### src/hdl/elc_pkg.sv
// elc_pkg: shared types and constants of the elevator controller
// no dependencies; used by the call picker, the top level and the checker
package elc_pkg;

    // request kinds
    localparam logic [2:0] KIND_MOTION = 3'd0;
    localparam logic [2:0] KIND_IDLE   = 3'd1;
    localparam logic [2:0] KIND_CALL   = 3'd2;
    localparam logic [2:0] KIND_IN     = 3'd3;
    localparam logic [2:0] KIND_OUT    = 3'd4;

    // configuration register indexes
    localparam logic [2:0] CFG_DOOR_TICKS   = 3'd0;
    localparam logic [2:0] CFG_IDLE_LIMIT   = 3'd1;
    localparam logic [2:0] CFG_MAX_RIDERS   = 3'd2;
    localparam logic [2:0] CFG_MOVE_STEP    = 3'd3;
    localparam logic [2:0] CFG_FLOOR_HEIGHT = 3'd4;

    // configuration reset values
    localparam logic [7:0] RST_DOOR_TICKS   = 8'd180;
    localparam logic [3:0] RST_IDLE_LIMIT   = 4'd5;
    localparam logic [3:0] RST_MAX_RIDERS   = 4'd8;
    localparam logic [5:0] RST_MOVE_STEP    = 6'd5;
    localparam logic [7:0] RST_FLOOR_HEIGHT = 8'd240;

    // mode codes as seen on the result channel
    localparam logic [1:0] MODE_CODE_IDLE = 2'd0;
    localparam logic [1:0] MODE_CODE_UP   = 2'd1;
    localparam logic [1:0] MODE_CODE_DOWN = 2'd2;
    localparam logic [1:0] MODE_CODE_OPEN = 2'd3;

    localparam int HEIGHT_W = 12;

    typedef enum logic [3:0] {
        CAR_IDLE = 4'b0001,
        CAR_UP   = 4'b0010,
        CAR_DOWN = 4'b0100,
        CAR_OPEN = 4'b1000
    } car_mode_t;

    typedef struct packed {
        logic       found;
        logic [3:0] floor;
    } pick_t;

    function automatic logic [1:0] mode_code(input car_mode_t m);
        logic [1:0] code;
        unique case (m)
            CAR_IDLE: code = MODE_CODE_IDLE;
            CAR_UP:   code = MODE_CODE_UP;
            CAR_DOWN: code = MODE_CODE_DOWN;
            CAR_OPEN: code = MODE_CODE_OPEN;
            default:  code = MODE_CODE_IDLE;
        endcase
        return code;
    endfunction

endpackage

### src/hdl/elc_if.sv
// elc_if: request and result channels of the elevator controller
// valid/ready handshake with payload; depends on nothing but the field widths
interface elc_req_if;
    logic       valid;
    logic       ready;
    logic [2:0] kind;
    logic [3:0] call_floor;

    modport source (output valid, output kind, output call_floor, input ready);
    modport sink   (input valid, input kind, input call_floor, output ready);
endinterface

interface elc_res_if;
    logic        valid;
    logic        ready;
    logic [1:0]  mode;
    logic [3:0]  floor_now;
    logic [3:0]  riders;
    logic [4:0]  pending_calls;
    logic [11:0] car_height;
    logic        full_reject;

    modport source (output valid, output mode, output floor_now, output riders,
                    output pending_calls, output car_height, output full_reject,
                    input ready);
    modport sink   (input valid, input mode, input floor_now, input riders,
                    input pending_calls, input car_height, input full_reject,
                    output ready);
endinterface

### src/hdl/elevator_controller_unit.sv
// elevator_controller_unit: single-car controller, one result per request
// the result is registered and valid in the cycle after the request is taken
// throughput: one request per cycle while the result side is not stalled; the state register loop closes in that cycle
// the result register frees the request side whenever it is empty or being taken
// reset (rst_n low, asynchronous): car idle at ground, no calls, no riders,
// configuration back to defaults; depends on elc_pkg, elc_if, elc_call_pick
module elevator_controller_unit #(
    parameter int FLOORS = 5
) (
    input  logic       clk,
    input  logic       rst_n,
    input  logic       cfg_we,
    input  logic [2:0] cfg_idx,
    input  logic [7:0] cfg_data,
    elc_req_if.sink    req,
    elc_res_if.source  res
);

    // configuration
    logic [7:0] door_ticks_reg;
    logic [3:0] idle_limit_reg;
    logic [3:0] max_riders_reg;
    logic [5:0] move_step_reg;
    logic [7:0] floor_height_reg;

    // car state
    elc_pkg::car_mode_t   mode_reg, mode_next;
    logic [3:0]           floor_reg, floor_next;
    logic [3:0]           target_reg, target_next;
    logic [11:0]          height_reg, height_next;
    logic [FLOORS-1:0]    mask_reg, mask_next;
    logic [3:0]           riders_reg, riders_next;
    logic [7:0]           door_cnt_reg, door_cnt_next;
    logic [3:0]           idle_cnt_reg, idle_cnt_next;
    logic                 reject;

    // result register
    logic        res_valid_reg;
    logic [1:0]  res_mode_reg;
    logic [3:0]  res_floor_reg;
    logic [3:0]  res_riders_reg;
    logic [4:0]  res_calls_reg;
    logic [11:0] res_height_reg;
    logic        res_reject_reg;

    logic              accept;
    elc_pkg::pick_t    pick;
    logic [11:0]       goal;
    logic [12:0]       up_height;
    logic [12:0]       down_limit;
    logic [3:0]        idle_inc;
    logic [15:0]       mask_wide;

    assign req.ready = !res_valid_reg || res.ready;
    assign accept    = req.valid && req.ready;

    elc_call_pick #(
        .FLOORS (FLOORS)
    ) u_pick (
        .mask (mask_reg),
        .cur  (floor_reg),
        .pick (pick)
    );

    assign goal       = {8'd0, target_reg} * {4'd0, floor_height_reg};
    assign up_height  = {1'b0, height_reg} + {7'd0, move_step_reg};
    assign down_limit = {1'b0, goal} + {7'd0, move_step_reg};
    assign idle_inc   = idle_cnt_reg + 4'd1;

    always_comb
    begin
        mode_next     = mode_reg;
        floor_next    = floor_reg;
        target_next   = target_reg;
        height_next   = height_reg;
        mask_next     = mask_reg;
        riders_next   = riders_reg;
        door_cnt_next = door_cnt_reg;
        idle_cnt_next = idle_cnt_reg;
        reject        = 1'b0;

        unique case (req.kind)
            elc_pkg::KIND_MOTION:
            begin
                unique case (mode_reg)
                    elc_pkg::CAR_IDLE:
                    begin
                        if (pick.found)
                        begin
                            for (int f = 0; f < FLOORS; f++)
                            begin
                                if (pick.floor == 4'(f))
                                    mask_next[f] = 1'b0;
                            end
                            if (pick.floor == floor_reg)
                            begin
                                mode_next     = elc_pkg::CAR_OPEN;
                                door_cnt_next = door_ticks_reg;
                            end
                            else
                            begin
                                target_next = pick.floor;
                                mode_next   = (pick.floor > floor_reg) ? elc_pkg::CAR_UP
                                                                       : elc_pkg::CAR_DOWN;
                            end
                        end
                    end
                    elc_pkg::CAR_UP:
                    begin
                        if (up_height >= {1'b0, goal})
                        begin
                            height_next   = goal;
                            floor_next    = target_reg;
                            mode_next     = elc_pkg::CAR_OPEN;
                            door_cnt_next = door_ticks_reg;
                        end
                        else
                            height_next = up_height[11:0];
                    end
                    elc_pkg::CAR_DOWN:
                    begin
                        if ({1'b0, height_reg} <= down_limit)
                        begin
                            height_next   = goal;
                            floor_next    = target_reg;
                            mode_next     = elc_pkg::CAR_OPEN;
                            door_cnt_next = door_ticks_reg;
                        end
                        else
                            height_next = height_reg - {6'd0, move_step_reg};
                    end
                    elc_pkg::CAR_OPEN:
                    begin
                        if (door_cnt_reg <= 8'd1)
                        begin
                            door_cnt_next = '0;
                            mode_next     = elc_pkg::CAR_IDLE;
                        end
                        else
                            door_cnt_next = door_cnt_reg - 8'd1;
                    end
                    default:
                    begin
                        mode_next = mode_reg;
                    end
                endcase
            end
            elc_pkg::KIND_IDLE:
            begin
                if ((mode_reg == elc_pkg::CAR_IDLE) && (riders_reg == 4'd0)
                    && (floor_reg != 4'd0))
                begin
                    if (idle_inc >= idle_limit_reg)
                    begin
                        mask_next[0]  = 1'b1;
                        idle_cnt_next = '0;
                    end
                    else
                        idle_cnt_next = idle_inc;
                end
                else
                    idle_cnt_next = '0;
            end
            elc_pkg::KIND_CALL:
            begin
                for (int f = 0; f < FLOORS; f++)
                begin
                    if (req.call_floor == 4'(f))
                    begin
                        mask_next[f]  = 1'b1;
                        idle_cnt_next = '0;
                    end
                end
            end
            elc_pkg::KIND_IN:
            begin
                if (mode_reg == elc_pkg::CAR_OPEN)
                begin
                    if (riders_reg < max_riders_reg)
                    begin
                        riders_next   = riders_reg + 4'd1;
                        idle_cnt_next = '0;
                    end
                    else
                        reject = 1'b1;
                end
            end
            elc_pkg::KIND_OUT:
            begin
                if ((mode_reg == elc_pkg::CAR_OPEN) && (riders_reg != 4'd0))
                begin
                    riders_next   = riders_reg - 4'd1;
                    idle_cnt_next = '0;
                end
            end
            default:
            begin
                reject = 1'b0;
            end
        endcase
    end

    assign mask_wide = 16'(mask_next);

    // configuration registers
    always_ff @(posedge clk or negedge rst_n)
    begin
        if (!rst_n)
        begin
            door_ticks_reg   <= elc_pkg::RST_DOOR_TICKS;
            idle_limit_reg   <= elc_pkg::RST_IDLE_LIMIT;
            max_riders_reg   <= elc_pkg::RST_MAX_RIDERS;
            move_step_reg    <= elc_pkg::RST_MOVE_STEP;
            floor_height_reg <= elc_pkg::RST_FLOOR_HEIGHT;
        end
        else if (cfg_we)
        begin
            unique case (cfg_idx)
                elc_pkg::CFG_DOOR_TICKS:   door_ticks_reg   <= cfg_data;
                elc_pkg::CFG_IDLE_LIMIT:   idle_limit_reg   <= cfg_data[3:0];
                elc_pkg::CFG_MAX_RIDERS:   max_riders_reg   <= cfg_data[3:0];
                elc_pkg::CFG_MOVE_STEP:    move_step_reg    <= cfg_data[5:0];
                elc_pkg::CFG_FLOOR_HEIGHT: floor_height_reg <= cfg_data;
                default:                   door_ticks_reg   <= door_ticks_reg;
            endcase
        end
    end

    // car state
    always_ff @(posedge clk or negedge rst_n)
    begin
        if (!rst_n)
        begin
            mode_reg     <= elc_pkg::CAR_IDLE;
            floor_reg    <= '0;
            target_reg   <= '0;
            height_reg   <= '0;
            mask_reg     <= '0;
            riders_reg   <= '0;
            door_cnt_reg <= '0;
            idle_cnt_reg <= '0;
        end
        else if (accept)
        begin
            mode_reg     <= mode_next;
            floor_reg    <= floor_next;
            target_reg   <= target_next;
            height_reg   <= height_next;
            mask_reg     <= mask_next;
            riders_reg   <= riders_next;
            door_cnt_reg <= door_cnt_next;
            idle_cnt_reg <= idle_cnt_next;
        end
    end

    // result register
    always_ff @(posedge clk or negedge rst_n)
    begin
        if (!rst_n)
            res_valid_reg <= 1'b0;
        else if (accept)
            res_valid_reg <= 1'b1;
        else if (res.ready)
            res_valid_reg <= 1'b0;
    end

    always_ff @(posedge clk)
    begin
        if (accept)
        begin
            res_mode_reg   <= elc_pkg::mode_code(mode_next);
            res_floor_reg  <= floor_next;
            res_riders_reg <= riders_next;
            res_calls_reg  <= mask_wide[4:0];
            res_height_reg <= height_next;
            res_reject_reg <= reject;
        end
    end

    assign res.valid         = res_valid_reg;
    assign res.mode          = res_mode_reg;
    assign res.floor_now     = res_floor_reg;
    assign res.riders        = res_riders_reg;
    assign res.pending_calls = res_calls_reg;
    assign res.car_height    = res_height_reg;
    assign res.full_reject   = res_reject_reg;

endmodule

### src/hdl/elc_call_pick.sv
// elc_call_pick: nearest pending call to the current floor, ties to the lower floor
// depends on elc_pkg (pick_t)
module elc_call_pick #(
    parameter int FLOORS = 5
) (
    input  logic [FLOORS-1:0] mask,
    input  logic [3:0]        cur,
    output elc_pkg::pick_t    pick
);

    logic       lo_found;
    logic [3:0] lo_floor;
    logic       hi_found;
    logic [3:0] hi_floor;
    logic [3:0] lo_dist;
    logic [3:0] hi_dist;

    // highest call at or below the car
    always_comb
    begin
        lo_found = 1'b0;
        lo_floor = '0;
        for (int f = 0; f < FLOORS; f++)
        begin
            if (mask[f] && (4'(f) <= cur))
            begin
                lo_found = 1'b1;
                lo_floor = 4'(f);
            end
        end
    end

    // lowest call above the car
    always_comb
    begin
        hi_found = 1'b0;
        hi_floor = '0;
        for (int f = FLOORS - 1; f >= 0; f--)
        begin
            if (mask[f] && (4'(f) > cur))
            begin
                hi_found = 1'b1;
                hi_floor = 4'(f);
            end
        end
    end

    assign lo_dist = cur - lo_floor;
    assign hi_dist = hi_floor - cur;

    always_comb
    begin
        pick.found = lo_found || hi_found;
        if (lo_found && (!hi_found || (lo_dist <= hi_dist)))
            pick.floor = lo_floor;
        else
            pick.floor = hi_floor;
    end

endmodule

### src/flat_wrapper.sv
// flat-port wrapper written by rule: the top's interface ports become plain ports
module elevator_controller_unit_flat 
#(
    parameter int FLOORS = 5
)
  (clk, rst_n, cfg_we, cfg_idx, cfg_data, req_valid, req_kind, req_call_floor, req_ready, res_valid, res_mode, res_floor_now, res_riders, res_pending_calls, res_car_height, res_full_reject, res_ready);
  elc_req_if req_i ();
  elc_res_if res_i ();
  input  logic clk;
  input  logic rst_n;
  input  logic cfg_we;
  input  logic [2:0] cfg_idx;
  input  logic [7:0] cfg_data;
  input wire logic [$bits(req_i.valid)-1:0] req_valid;
  input wire logic [$bits(req_i.kind)-1:0] req_kind;
  input wire logic [$bits(req_i.call_floor)-1:0] req_call_floor;
  output wire logic [$bits(req_i.ready)-1:0] req_ready;
  output wire logic [$bits(res_i.valid)-1:0] res_valid;
  output wire logic [$bits(res_i.mode)-1:0] res_mode;
  output wire logic [$bits(res_i.floor_now)-1:0] res_floor_now;
  output wire logic [$bits(res_i.riders)-1:0] res_riders;
  output wire logic [$bits(res_i.pending_calls)-1:0] res_pending_calls;
  output wire logic [$bits(res_i.car_height)-1:0] res_car_height;
  output wire logic [$bits(res_i.full_reject)-1:0] res_full_reject;
  input wire logic [$bits(res_i.ready)-1:0] res_ready;
  assign req_i.valid = req_valid;
  assign req_i.kind = req_kind;
  assign req_i.call_floor = req_call_floor;
  assign req_ready = req_i.ready;
  assign res_valid = res_i.valid;
  assign res_mode = res_i.mode;
  assign res_floor_now = res_i.floor_now;
  assign res_riders = res_i.riders;
  assign res_pending_calls = res_i.pending_calls;
  assign res_car_height = res_i.car_height;
  assign res_full_reject = res_i.full_reject;
  assign res_i.ready = res_ready;
  elevator_controller_unit #(.FLOORS(FLOORS)) u_core (.clk(clk), .rst_n(rst_n), .cfg_we(cfg_we), .cfg_idx(cfg_idx), .cfg_data(cfg_data), .req(req_i), .res(res_i));
endmodule
### config.mk
export PLATFORM = sky130hd
export DESIGN_NAME = elevator_controller_unit_flat
export DESIGN_NICKNAME = d
export VERILOG_FILES = /design/src/hdl/elc_pkg.sv /design/src/hdl/elc_if.sv /design/src/hdl/elevator_controller_unit.sv /design/src/hdl/elc_call_pick.sv /design/src/flat_wrapper.sv
export SDC_FILE = /design/constraint.sdc
export NUM_CORES = 1
export LEC_CHECK = 0
export BUFFER_PORTS_ARGS = -buffer_cell sky130_fd_sc_hd__buf_2
export CAP_MARGIN = 20
export CORE_UTILIZATION = 56
export CTS_CLUSTER_DIAMETER = 120
export DETAILED_ROUTE_END_ITERATION = 8
export PLACE_DENSITY = 0.77
export SLEW_MARGIN = 20
export SYNTH_ARGS = -nofsm -noshare
export SYNTH_HDL_FRONTEND = slang
export SYNTH_SLANG_ARGS = --single-unit
### constraint.sdc
create_clock -name clk -period 5.4 [get_ports clk]
set_input_delay 0.54 -clock clk [delete_from_list [all_inputs] [get_ports clk]]
set_output_delay 0.54 -clock clk [all_outputs]
set_load 0.02 [all_outputs]
==> qor.txt, run 1 <==
Worst-path cell chain = and2_4 > ha_4 > inv_2 > fa_1 > inv_2 > fa_2 > a21o_1 > a21oi_2 > nor2b_1 > o31a_1 > o22ai_2 > xnor2_2 > buf_4 > xnor2_1 > ha_1 > nand3_1 > or4_4 > a21oi_2 > a31oi_1 > o211ai_1 > buf_4 > o32a_1 > xor2_1 > and3_1
Endpoints failing setup = 2
Layout Skew = 0.00522 ns
Post-synth EDFFs = 28
Arr. time, crit path = 5.54 ns
Post-Layout Cell Count = 1,161
Asr flop ratio synth = 72.8%
# hold bufs at CTS = 0
Status = finished with violations
Area leader, netlist = dfrtp_1
Diodes inserted = 0
DR vias = 6,873
Syn Inst Count = 876
Logic pwr share = 55.1%
Slowest CP cell = or4_4
Multi-input logic area = 0.00532 mm²
DR WL met2 = 9160 µm
Final worst slack = -0.0230 ns
Fin crit share = 100%
Clock Power Share = 17.0%
Vias in the first global route = 6,491
First-pass GRT wire length = 31,200 µm
Max FO, Critical Path = 4
H-Tree Depth = 3
DR pass1 iterations = 6
Tightest Pin Transition = 0.777 ns
Met3 wire len = 952 µm
Count of cell types in the netlist = 82
CTS Root Cell = clkbuf_16
Worst vdd ir = 0.278 mV
Failing checks = negative setup slack
Post-Route Setup TNS = -0.0230 ns
Worst-path clk slew = 0.07 ns
Largest net degree at the start of global routing = 76
Initial core utilization = 58.2%
Area delta synth->final = 18.6%
Top cells by area, synth = dfrtp_1 19%, ha_1 13%, edfxtp_1 10%
Net Sw Power = 0.00171 W
Dpl ws = -0.156 ns
Die H = 123 µm
Dpl cells = 1,129
Die area = 0.0151 mm²
Hold Crit Class = input pin to asynchronous set/reset pin
CP Class = flip-flop to flip-flop
Syn nets = 996
Synthesis-stage register bit count = 103
Core area = 0.0140 mm²
Mapped Avg Cell Area = 9.34 µm²
R2r startpoint = u_core.target_reg[2]
Top-count cell post-synth = ha_1
Detail-routed via count per cell = 5.92
Crit path max-delay family = compound AO/OA/AOI/OAI gates
Total GRT Usage = 26.6%
I/O Pins = 53
Sequential cell area fraction in the yosys report = 33.4%
Post-synth top cells = 86 x ha_1, 77 x inv_1, 72 x nand2_1, 61 x dfrtp_1, 59 x o21ai_0
Initial antenna violation count = 0
Met1 WL = 9230 µm
Req. time, crit path = 5.52 ns
# rows = 43
CTS Buffer Depth = 2
Detail Placement HPWL = 14,400 µm
CP startpoint kind = flip-flop
CP peak stage delay = 0.53 ns
Cell area power density = 426 mW/mm²
Drt total wl = 19,600 µm
Cell Area, Synth = 0.00818 mm²
CTS tree = built
Top Metal Used = met4
Proportion of layout cells with a drive suffix above 1 = 27.9%
Clock tree sinks = 103
Top-area cell type share of the netlist area = 18.7%
Leakage power = 4.35 nW
Beginning of the critical path = u_core.target_reg[2]
Drt drc = 0
Max Slew Vio Count = 0
RSZ-0062 raised after global routing = true
Worst Path Buf+Inv = 4
Post-synth top flop = dfrtp_1
Net Sw Frac = 41.4%
Int Power = 0.00243 W
Fmax = 0.184 GHz
Rel. slew slack = 48.1%
FF+latch area = 0.00274 mm²
Fill cells = 1,034
Worst-skew pair later-pin latency = 0.36 ns
Final Hold Viols = 0
Sequential share of power = 27.9%
DR iter-0 viols = 467
Max-cap violations = 0
Die W = 123 µm
Fin crit period = 5.42 ns
DR WL/cell = 16.9 µm
Num CTS Buffers = 9
Nets = 1,096
Warnings from Yosys = 0
Overflow after GRT = 0
Number of I/O port buffers = 52
ANT nets after route = 0
Routability cong. = 0.941
Crit path capture type = flip-flop
## per-stage QoR
step | util, % | power (W) | cell area, µm² | hold slack [ns]
after detailed placement | 63.4 | 0.00314 | 8910 | 0.500
after CTS | 66.5 | 0.00393 | 9330 | 0.378
after global placement | 63.4 | 0.00309 | 8910 | 0.493
after floorplan | - | 0.00256 | 8180 | 0.244
after global routing | 69.1 | 0.00443 | 9700 | 0.274
final | 69.1 | 0.00414 | 9700 | 0.200
## cell type report
| cell class | count | share of cell area (%) |
|---|---|---|
| flip-flops and latches | 103 | 28.2 |
| multi-input cells | 663 | 54.9 |
| repair buffers | 121 | 8.28 |
| clock buffers | 10 | 2.58 |
| well taps | 180 | 2.32 |
| clock inverters | 6 | 0.735 |
| inverters | 78 | 3.02 |
## cells by family (layout without fill, tap and decap cells)
kind of cell	count (synthesis)	after routing	share of synthesized area, %
fa+ha+maj	97	97	15.8
buf+inv	110	215	5.54
compound gates	219	219	18.0
flops	103	103	33.4
xor+xnor	46	46	4.93
mux	38	38	5.23
simple gates	263	263	17.0
## worst register-to-register path, cell delays in order (launching register included)
cell and delay, ns:
dfrtp_1 0.40, and2_4 0.15, ha_4 0.26, inv_2 0.03
fa_1 0.52, inv_2 0.07, fa_2 0.41, a21o_1 0.22
a21oi_2 0.15, nor2b_1 0.08, o31a_1 0.31, o22ai_2 0.17
xnor2_2 0.18, buf_4 0.17, xnor2_1 0.07, ha_1 0.31
nand3_1 0.07, or4_4 0.53, a21oi_2 0.15, a31oi_1 0.05
o211ai_1 0.25, buf_4 0.17, o32a_1 0.21, xor2_1 0.08
and3_1 0.19
## per-layer routing
metal  global-route usage, %  vias to the layer above
li1                        -                     3329
met1                    37.2                     3292
met3                    4.04                       31
met5                       0                        -
met2                    41.9                      221
met4                    9.38                        0
## cell usage in the layout, fill, tap and decap left out, types with 28 or more instances in the layout
cell and instances:
inv_1 69, ha_1 75, nand2_1 69, o21ai_0 43, a21oi_1 37, buf_4 64, edfxtp_1 28, mux2_2 38
nor2_1 56, dfrtp_1 61, buf_2 51
## final timing paths
| check | endpoint | slack (ns) | cells past startpoint |
|---|---|---|---|
| min in group clk | u_core.res.valid | 0.39 | 2 |
| worst max-delay path | u_core.res.mode[1] | -0.02 | 24 |
| worst min register to register | u_core.max_riders_reg[3] | 0.51 | 2 |
| worst max register to register | u_core.res.mode[1] | -0.02 | 24 |
| worst min-delay path | u_core.height_reg[9] | 0.20 | 1 |
| max in group asynchronous | u_core.height_reg[3] | 4.71 | 1 |
## repair_timing
item,CTS,global route
resized for setup,17,74
buffers inserted,5,10
pin swaps,17,43
cloned,1,0
setup endpoints to repair,28,46
## power groups by stage
stage	registers, W	clock network, W	logic [W]
after floorplan	0.00112	0	0.00144
after global placement	0.00115	0	0.00194
after detailed placement	0.00116	0	0.00198
after CTS	0.00115	0.000715	0.00207
after global routing	0.00118	0.000740	0.00251
final	0.00115	0.000704	0.00228
Note: power is estimated with default switching activity, not from simulation.
==> inputs of run 2 (changes only) <==
- CELL_PAD_IN_SITES_DETAIL_PLACEMENT: unset -> 0
- CELL_PAD_IN_SITES_GLOBAL_PLACEMENT: unset -> 1
- CORE_UTILIZATION: 56 -> 44
- PLACE_DENSITY: 0.77 -> unset
- PLACE_DENSITY_LB_ADDON: unset -> 0.1
==> run 2 against run 1 <==
Compared with the run above:
- the flow finishes with violations (design-rule violations)
- final cell count up 4.7%
- sequential share of layout area decreased by 0.25 points
- routed wire length is 5.1% higher
- clock power is 5.1% lower
- via count is 2.3% lower
- combinational power about the same
- register-to-register slack better by 0.05 ns
- die area rose by 27%
- utilization down 15 points
- clock-buffer cell count shrank 1
==> qor.txt, run 2 (synthesis results as in run 1) <==
Req. time, crit path = 5.52 ns (about the same)
Worst Path Buf+Inv = 4 (unchanged)
Rel. slew slack = 50.0% (+1.8 points)
Failing checks = design-rule violations
Tightest Pin Transition = 0.751 ns (-0.0263 ns)
Max FO, Critical Path = 3 (-1)
Tot Pwr = 0.00412 W (-0.29%)
Vias in the first global route = 6,609 (+1.8%)
Fin crit period = 5.37 ns (-0.0486 ns)
CP startpoint kind = flip-flop
H-Tree Depth = 3 (unchanged)
Initial antenna violation count = 1 (+1)
Final Cell Area = 0.00979 mm² (+0.89%)
RSZ-0062 raised after global routing = true
CTS Root Cell = clkbuf_16
Final Hold Viols = 0 (unchanged)
Worst-path cell chain = and2_4 > ha_4 > inv_2 > fa_1 > inv_2 > fa_2 > buf_4 > xor2_4 > ha_4 > a21o_1 > a21o_1 > nand2_2 > nor2_1 > xnor2_1 > ha_1 > nand4_1 > or4_4 > a21oi_2 > a31oi_2 > o211ai_1 > buf_4 > o32a_1 > xor2_1 > nor3b_2
Die H = 138 µm (+13%)
Fmax = 0.186 GHz (+0.90%)
Crit path max-delay family = adder cells
Post-Route Setup TNS = 0 ns (+0.0230 ns)
CTS tree = built
I/O Pins = 53 (unchanged)
Status = finished with violations
R2R depth = 24 (unchanged)
Total GRT Usage = 22.2% (-4.4 points)
First-pass GRT wire length = 33,900 µm (+8.8%)
Nets = 1,101 (+0.46%)
Number of I/O port buffers = 52 (unchanged)
Proportion of layout cells with a drive suffix above 1 = 27.9% (-0.040 points)
Fill cells = 1,658 (+60%)
Area delta synth->final = 19.6%
Arr. time, crit path = 5.49 ns (-0.05 ns)
# rows = 49 (+14%)
Drt drc = 4 (+4)
Max Slew Vio Count = 0 (unchanged)
Slowest CP cell = fa_1
Leakage power = 4.40 nW (+1.0%)
Worst r2r dst = u_core.res.mode[0]
Cell area power density = 421 mW/mm² (-1.2%)
ANT nets after route = 0 (unchanged)
Worst vdd ir = 0.192 mV (-31%)
Die W = 138 µm (+13%)
Core area = 0.0181 mm² (+29%)
DR WL/cell = 17.0 µm (+0.39%)
Initial core utilization = 45.2% (-13 points)
Num CTS Buffers = 9 (unchanged)
Die area = 0.0191 mm² (+27%)
Worst-path clk slew = 0.08 ns (about the same)
R2r startpoint = u_core.target_reg[1]
CP peak stage delay = 0.54 ns (about the same)
Drt total wl = 20,600 µm (+5.1%)
CTS Buffer Depth = 2 (unchanged)
Largest net degree at the start of global routing = 76 (unchanged)
Max-cap violations = 0 (unchanged)
DR iter-0 viols = 339 (-27%)
CP Class = flip-flop to flip-flop
Endpoints failing setup = 0 (-2)
Commonest cells after routing, fill and taps aside = 80 x ha_1, 72 x inv_1, 70 x nand2_1
DR vias = 6,716 (-2.3%)
Most common cell after layout, fill and taps aside = ha_1
Routability cong. = 0.896 (-4.8%)
Fin crit share = 99.5% (-0.90 points)
Detail-routed via count per cell = 5.52 (-6.7%)
DR pass1 iterations = 7 (+1)
DP Area = 0.00905 mm² (+1.6%)
Hold Crit Class = input pin to asynchronous set/reset pin
Clock tree sinks = 103 (unchanged)
Worst R2R Setup Slack = 0.03 ns (+0.05 ns)
Crit path capture type = flip-flop
Layout Skew = 0.0107 ns (+0.00553 ns)
Detail Placement HPWL = 16,100 µm (+12%)
Overflow after GRT = 0 (unchanged)
Worst-skew pair later-pin latency = 0.36 ns (about the same)
==> run 2: changes by cell type in the layout (fill, tap and decap cells not counted), moves of 4 or more <==
cell	before	now
ha_1	75	80
o21ai_2	1	5
buf_4	64	69
inv_2	9	5
ha_4	9	5
==> run 2: worst max-delay path by stage <==
stage | start | to | slack (ns) | cells past startpoint
detailed placement | u_core.target_reg[2] | u_core.res.mode[0] | -0.19 | 25
CTS | u_core.target_reg[2] | u_core.res.mode[0] | 0.007 | 24
finish | u_core.target_reg[1] | u_core.res.mode[0] | 0.03 | 24
global placement | u_core.target_reg[2] | u_core.res.car_height[2] | -0.13 | 23
global route | u_core.target_reg[1] | u_core.res.mode[0] | -0.24 | 24
floorplan | u_core.target_reg[2] | u_core.res.mode[1] | 0.005 | 25
==> run 2: area by class of cell <==
| cell class | count | area [µm²] | area share [%] |
|---|---|---|---|
| antenna | 1 | 2.50 | 0.0256 |
| clock buffer | 9 | 225 | 2.30 |
| clock inverter | 7 | 73.8 | 0.754 |
| inverter | 78 | 295 | 3.02 |
| multi-input combinational | 663 | 5320 | 54.3 |
| sequential | 103 | 2740 | 28.0 |
| tap | 229 | 287 | 2.93 |
| timing repair buffer | 126 | 850 | 8.68 |
==> run 2: worst reg2reg max path: cells and delay by family (launching register included) <==
| family | cells | cell delay, ns |
|---|---|---|
| compound gates | 6 | 1.05 |
| flops | 1 | 0.41 |
| simple gates | 6 | 1.04 |
| fa+ha+maj | 5 | 1.72 |
| buf+inv | 4 | 0.42 |
| xor+xnor | 3 | 0.51 |
==> run 2: routing by layer <==
| layer | wire, µm | global-route usage [%] |
|---|---|---|
| met1 | 10600 | 32.8 |
| met2 | 9160 | 34.2 |
| met3 | 610 | 2.77 |
| met4 | 210 | 6.03 |
| met5 | 0 | 0 |
==> run 2: report_power, final <==
part	leakage, nW	total [W]	internal, W	switching (W)
logic	3.06	0.00230	0.00107	0.00122
clock network	0.147	0.000668	0.000329	0.000338
registers	1.19	0.00116	0.000978	0.000184
total	4.40	0.00412	0.00238	0.00175
==> run 2: per-stage QoR <==
stage / setup slack, ns / cells / hold WS [ns] / util (%)
2_1_floorplan: 0.00546 / 876 / 0.244 / -
3_3_place_gp: -0.125 / 1187 / 0.491 / 50.0
3_5_place_dp: -0.190 / 1187 / 0.498 / 50.1
4_1_cts: 0.00659 / 1206 / 0.377 / 52.3
5_1_grt: -0.237 / 1216 / 0.271 / 54.1
6_report: 0.0256 / 1216 / 0.209 / 54.1
==> run 2: what timing repair did <==
| item | in CTS | in global routing |
|---|---|---|
| buffers inserted | 3 | 9 |
| hold buffers | 0 | 0 |
| cloned | 0 | 0 |
| resized for setup | 19 | 68 |
| setup endpoints to repair | 34 | 44 |
| pin swaps | 18 | 32 |
==> inputs of run 3 (changes only) <==
- CORE_UTILIZATION: 44 -> 45
- CTS_BUF_LIST: unset -> sky130_fd_sc_hd__clkbuf_2
==> run 3 against run 2 <==
Compared with the run above:
- the flow now finishes without violations
- design area decreased by 0.69%
- utilization rose by 1.3 points
- via count up 1.7%
- routed wire length rose by 2.5%
- register-to-register slack better by 0.02 ns
- global-route usage up 1.4 points
- critical endpoint is now u_core.res.floor_now[2]
- largest power group unchanged
==> qor.txt, run 3 (synthesis results as in run 1) <==
DR WL/cell = 17.4 µm (+2.8%)
Drt drc = 0 (-4)
Cell area power density = 405 mW/mm² (-3.9%)
Sequential share of power = 29.4% (+1.2 points)
Final worst slack = 0.0423 ns (+0.0167 ns)
DR iter-0 viols = 389 (+15%)
First-pass GRT wire length = 34,000 µm (+0.37%)
Number of I/O port buffers = 52 (unchanged)
Endpoints failing setup = 0 (unchanged)
Fin crit period = 5.36 ns (-0.0167 ns)
Num CTS Buffers = 9 (unchanged)
Crit path capture type = flip-flop
Hold Crit Class = input pin to flip-flop
I/O Pins = 53 (unchanged)
Overflow after GRT = 0 (unchanged)
Int Power = 0.00218 W (-8.4%)
CTS Buffer Depth = 2 (unchanged)
Dpl ws = -0.261 ns (-0.0708 ns)
Leakage power = 4.30 nW (-2.2%)
Final Hold Viols = 0 (unchanged)
Vias in the first global route = 6,609 (unchanged)
Total GRT Usage = 23.6% (+1.4 points)
Die H = 137 µm (-1.1%)
Logic pwr share = 60.6% (+4.9 points)
Dpl cells = 1,183 (-0.34%)
Clock tree sinks = 103 (unchanged)
Clock Power Share = 9.9% (-6.3 points)
CTS tree = built
Worst vdd ir = 0.256 mV (+34%)
H-Tree Depth = 3 (unchanged)
CP startpoint kind = flip-flop
Initial antenna violation count = 1 (unchanged)
Commonest cells after routing, fill and taps aside = 73 x ha_1, 71 x nand2_1, 70 x inv_1
Most common cell after layout, fill and taps aside = ha_1
Net Sw Power = 0.00176 W (+0.68%)
Detail Placement HPWL = 16,400 µm (+1.6%)
Core area = 0.0175 mm² (-3.0%)
# rows = 48 (-2.0%)
Routability cong. = 0.885 (-1.2%)
Rel. slew slack = 52.3% (+2.3 points)
Tightest Pin Transition = 0.716 ns (-0.0345 ns)
Die W = 137 µm (-1.1%)
DR vias = 6,831 (+1.7%)
Largest net degree at the start of global routing = 76 (unchanged)
Worst-skew pair later-pin latency = 0.66 ns (+0.30 ns)
Req. time, crit path = 5.81 ns (+0.29 ns)
Die area = 0.0187 mm² (-2.2%)
Net Sw Frac = 44.6% (+2.3 points)
Arr. time, crit path = 5.77 ns (+0.28 ns)
RSZ-0062 raised after global routing = true
Area delta synth->final = 18.8%
Status = completed
Worst-path clk slew = 0.35 ns (+0.27 ns)
Post-Layout Cell Count = 1,213 (-0.25%)
ANT nets after route = 0 (unchanged)
Max-cap violations = 0 (unchanged)
Max FO, Critical Path = 5 (+2)
CTS Root Cell = clkbuf_2
DR pass1 iterations = 5 (-2)
Fin crit share = 99.2% (-0.31 points)
Detail-routed via count per cell = 5.63 (+2.0%)
Drt total wl = 21,200 µm (+2.5%)
Layout Skew = 0.0532 ns (+0.0424 ns)
CP Class = flip-flop to flip-flop
Nets = 1,102 (+0.091%)
Fmax = 0.187 GHz (+0.31%)
Max Slew Vio Count = 0 (unchanged)
Proportion of layout cells with a drive suffix above 1 = 28.2% (+0.28 points)
Initial core utilization = 46.6% (+1.4 points)
## run 3: cell count changes in the layout (fill, tap and decap cells not counted), moves of 4 or more
cell,change
clkbuf_2,+9
ha_1,-7
o21ai_0,+5
a221oi_2,-4
ha_4,+8
clkbuf_16,-8
## run 3: critical path: stages, from the launching register on
cell	delay [ns]
dfrtp_1	0.47
and2_1	0.18
ha_4	0.27
inv_2	0.04
fa_1	0.51
inv_2	0.06
fa_2	0.34
buf_4	0.16
xor2_4	0.18
ha_4	0.28
a21o_1	0.11
a21o_1	0.14
nand2_2	0.07
nor3_2	0.22
xnor2_1	0.12
ha_1	0.33
nand3_1	0.08
or4_4	0.53
nand2_1	0.09
a2111o_1	0.19
inv_2	0.09
or3_4	0.40
mux2_2	0.28
## run 3: final cells by class
| type | instances | area, µm² |
|---|---|---|
| inverters | 78 | 293 |
| well taps | 225 | 282 |
| clock buffers | 9 | 45.0 |
| clock inverters | 7 | 72.6 |
| diodes | 1 | 2.50 |
| flip-flops and latches | 103 | 2740 |
| fillers | 1584 | 7820 |
| multi-input cells | 663 | 5400 |
| repair buffers | 127 | 890 |
## run 3: final timing paths
| check | from | depth (start not counted) | slack (ns) | to |
|---|---|---|---|---|
| max | u_core.target_reg[1] | 22 | 0.04 | u_core.res.floor_now[2] |
| min | cfg_data[2] | 3 | 0.11 | u_core.idle_limit_reg[2] |
| max reg2reg | u_core.target_reg[1] | 22 | 0.04 | u_core.res.floor_now[2] |
| min reg2reg | u_core.max_riders_reg[3] | 2 | 0.53 | u_core.max_riders_reg[3] |
| max in group asynchronous | rst_n | 2 | 4.45 | u_core.height_reg[4] |
| min in group asynchronous | rst_n | 2 | 0.41 | u_core.idle_cnt_reg[1] |
## run 3: stage by stage
step / cell area [µm²] / hold slack, ns / total power (W) / utilization, % / setup TNS, ns
after detailed placement: 9040 / 0.497 / 0.00329 / 51.6 / -5.25
final: 9720 / 0.109 / 0.00394 / 55.4 / 0
after global placement: 9040 / 0.494 / 0.00323 / 51.6 / -1.04
after floorplan: 8180 / 0.244 / 0.00256 / - / 0
after CTS: 9380 / 0.0542 / 0.00377 / 53.5 / 0
after global routing: 9720 / 0.0311 / 0.00426 / 55.4 / -1.84
## run 3: metal layers
metal  part of all wire, %  wire length, µm  GRT usage, %
met5                     0                0             0
met4                   1.1              227          5.49
met3                   3.9              820          2.70
met2                    45             9550          36.8
met1                    50            10600          34.7
## run 3: timing repair
action,in CTS,in global routing
gates cloned,1,1
pin swaps,19,34
resized for setup,30,59
hold endpoints to repair,30,0
hold buffers,1,0
setup endpoints to repair,42,46
setup buffers,7,5
## run 3: power by group through the flow
stage | combinational [W] | sequential, W | clock (W)
6_report | 0.00239 | 0.00116 | 0.000391
5_1_grt | 0.00264 | 0.00119 | 0.000435
4_1_cts | 0.00221 | 0.00115 | 0.000402
3_5_place_dp | 0.00212 | 0.00117 | 0
3_3_place_gp | 0.00207 | 0.00116 | 0
2_1_floorplan | 0.00144 | 0.00112 | 0
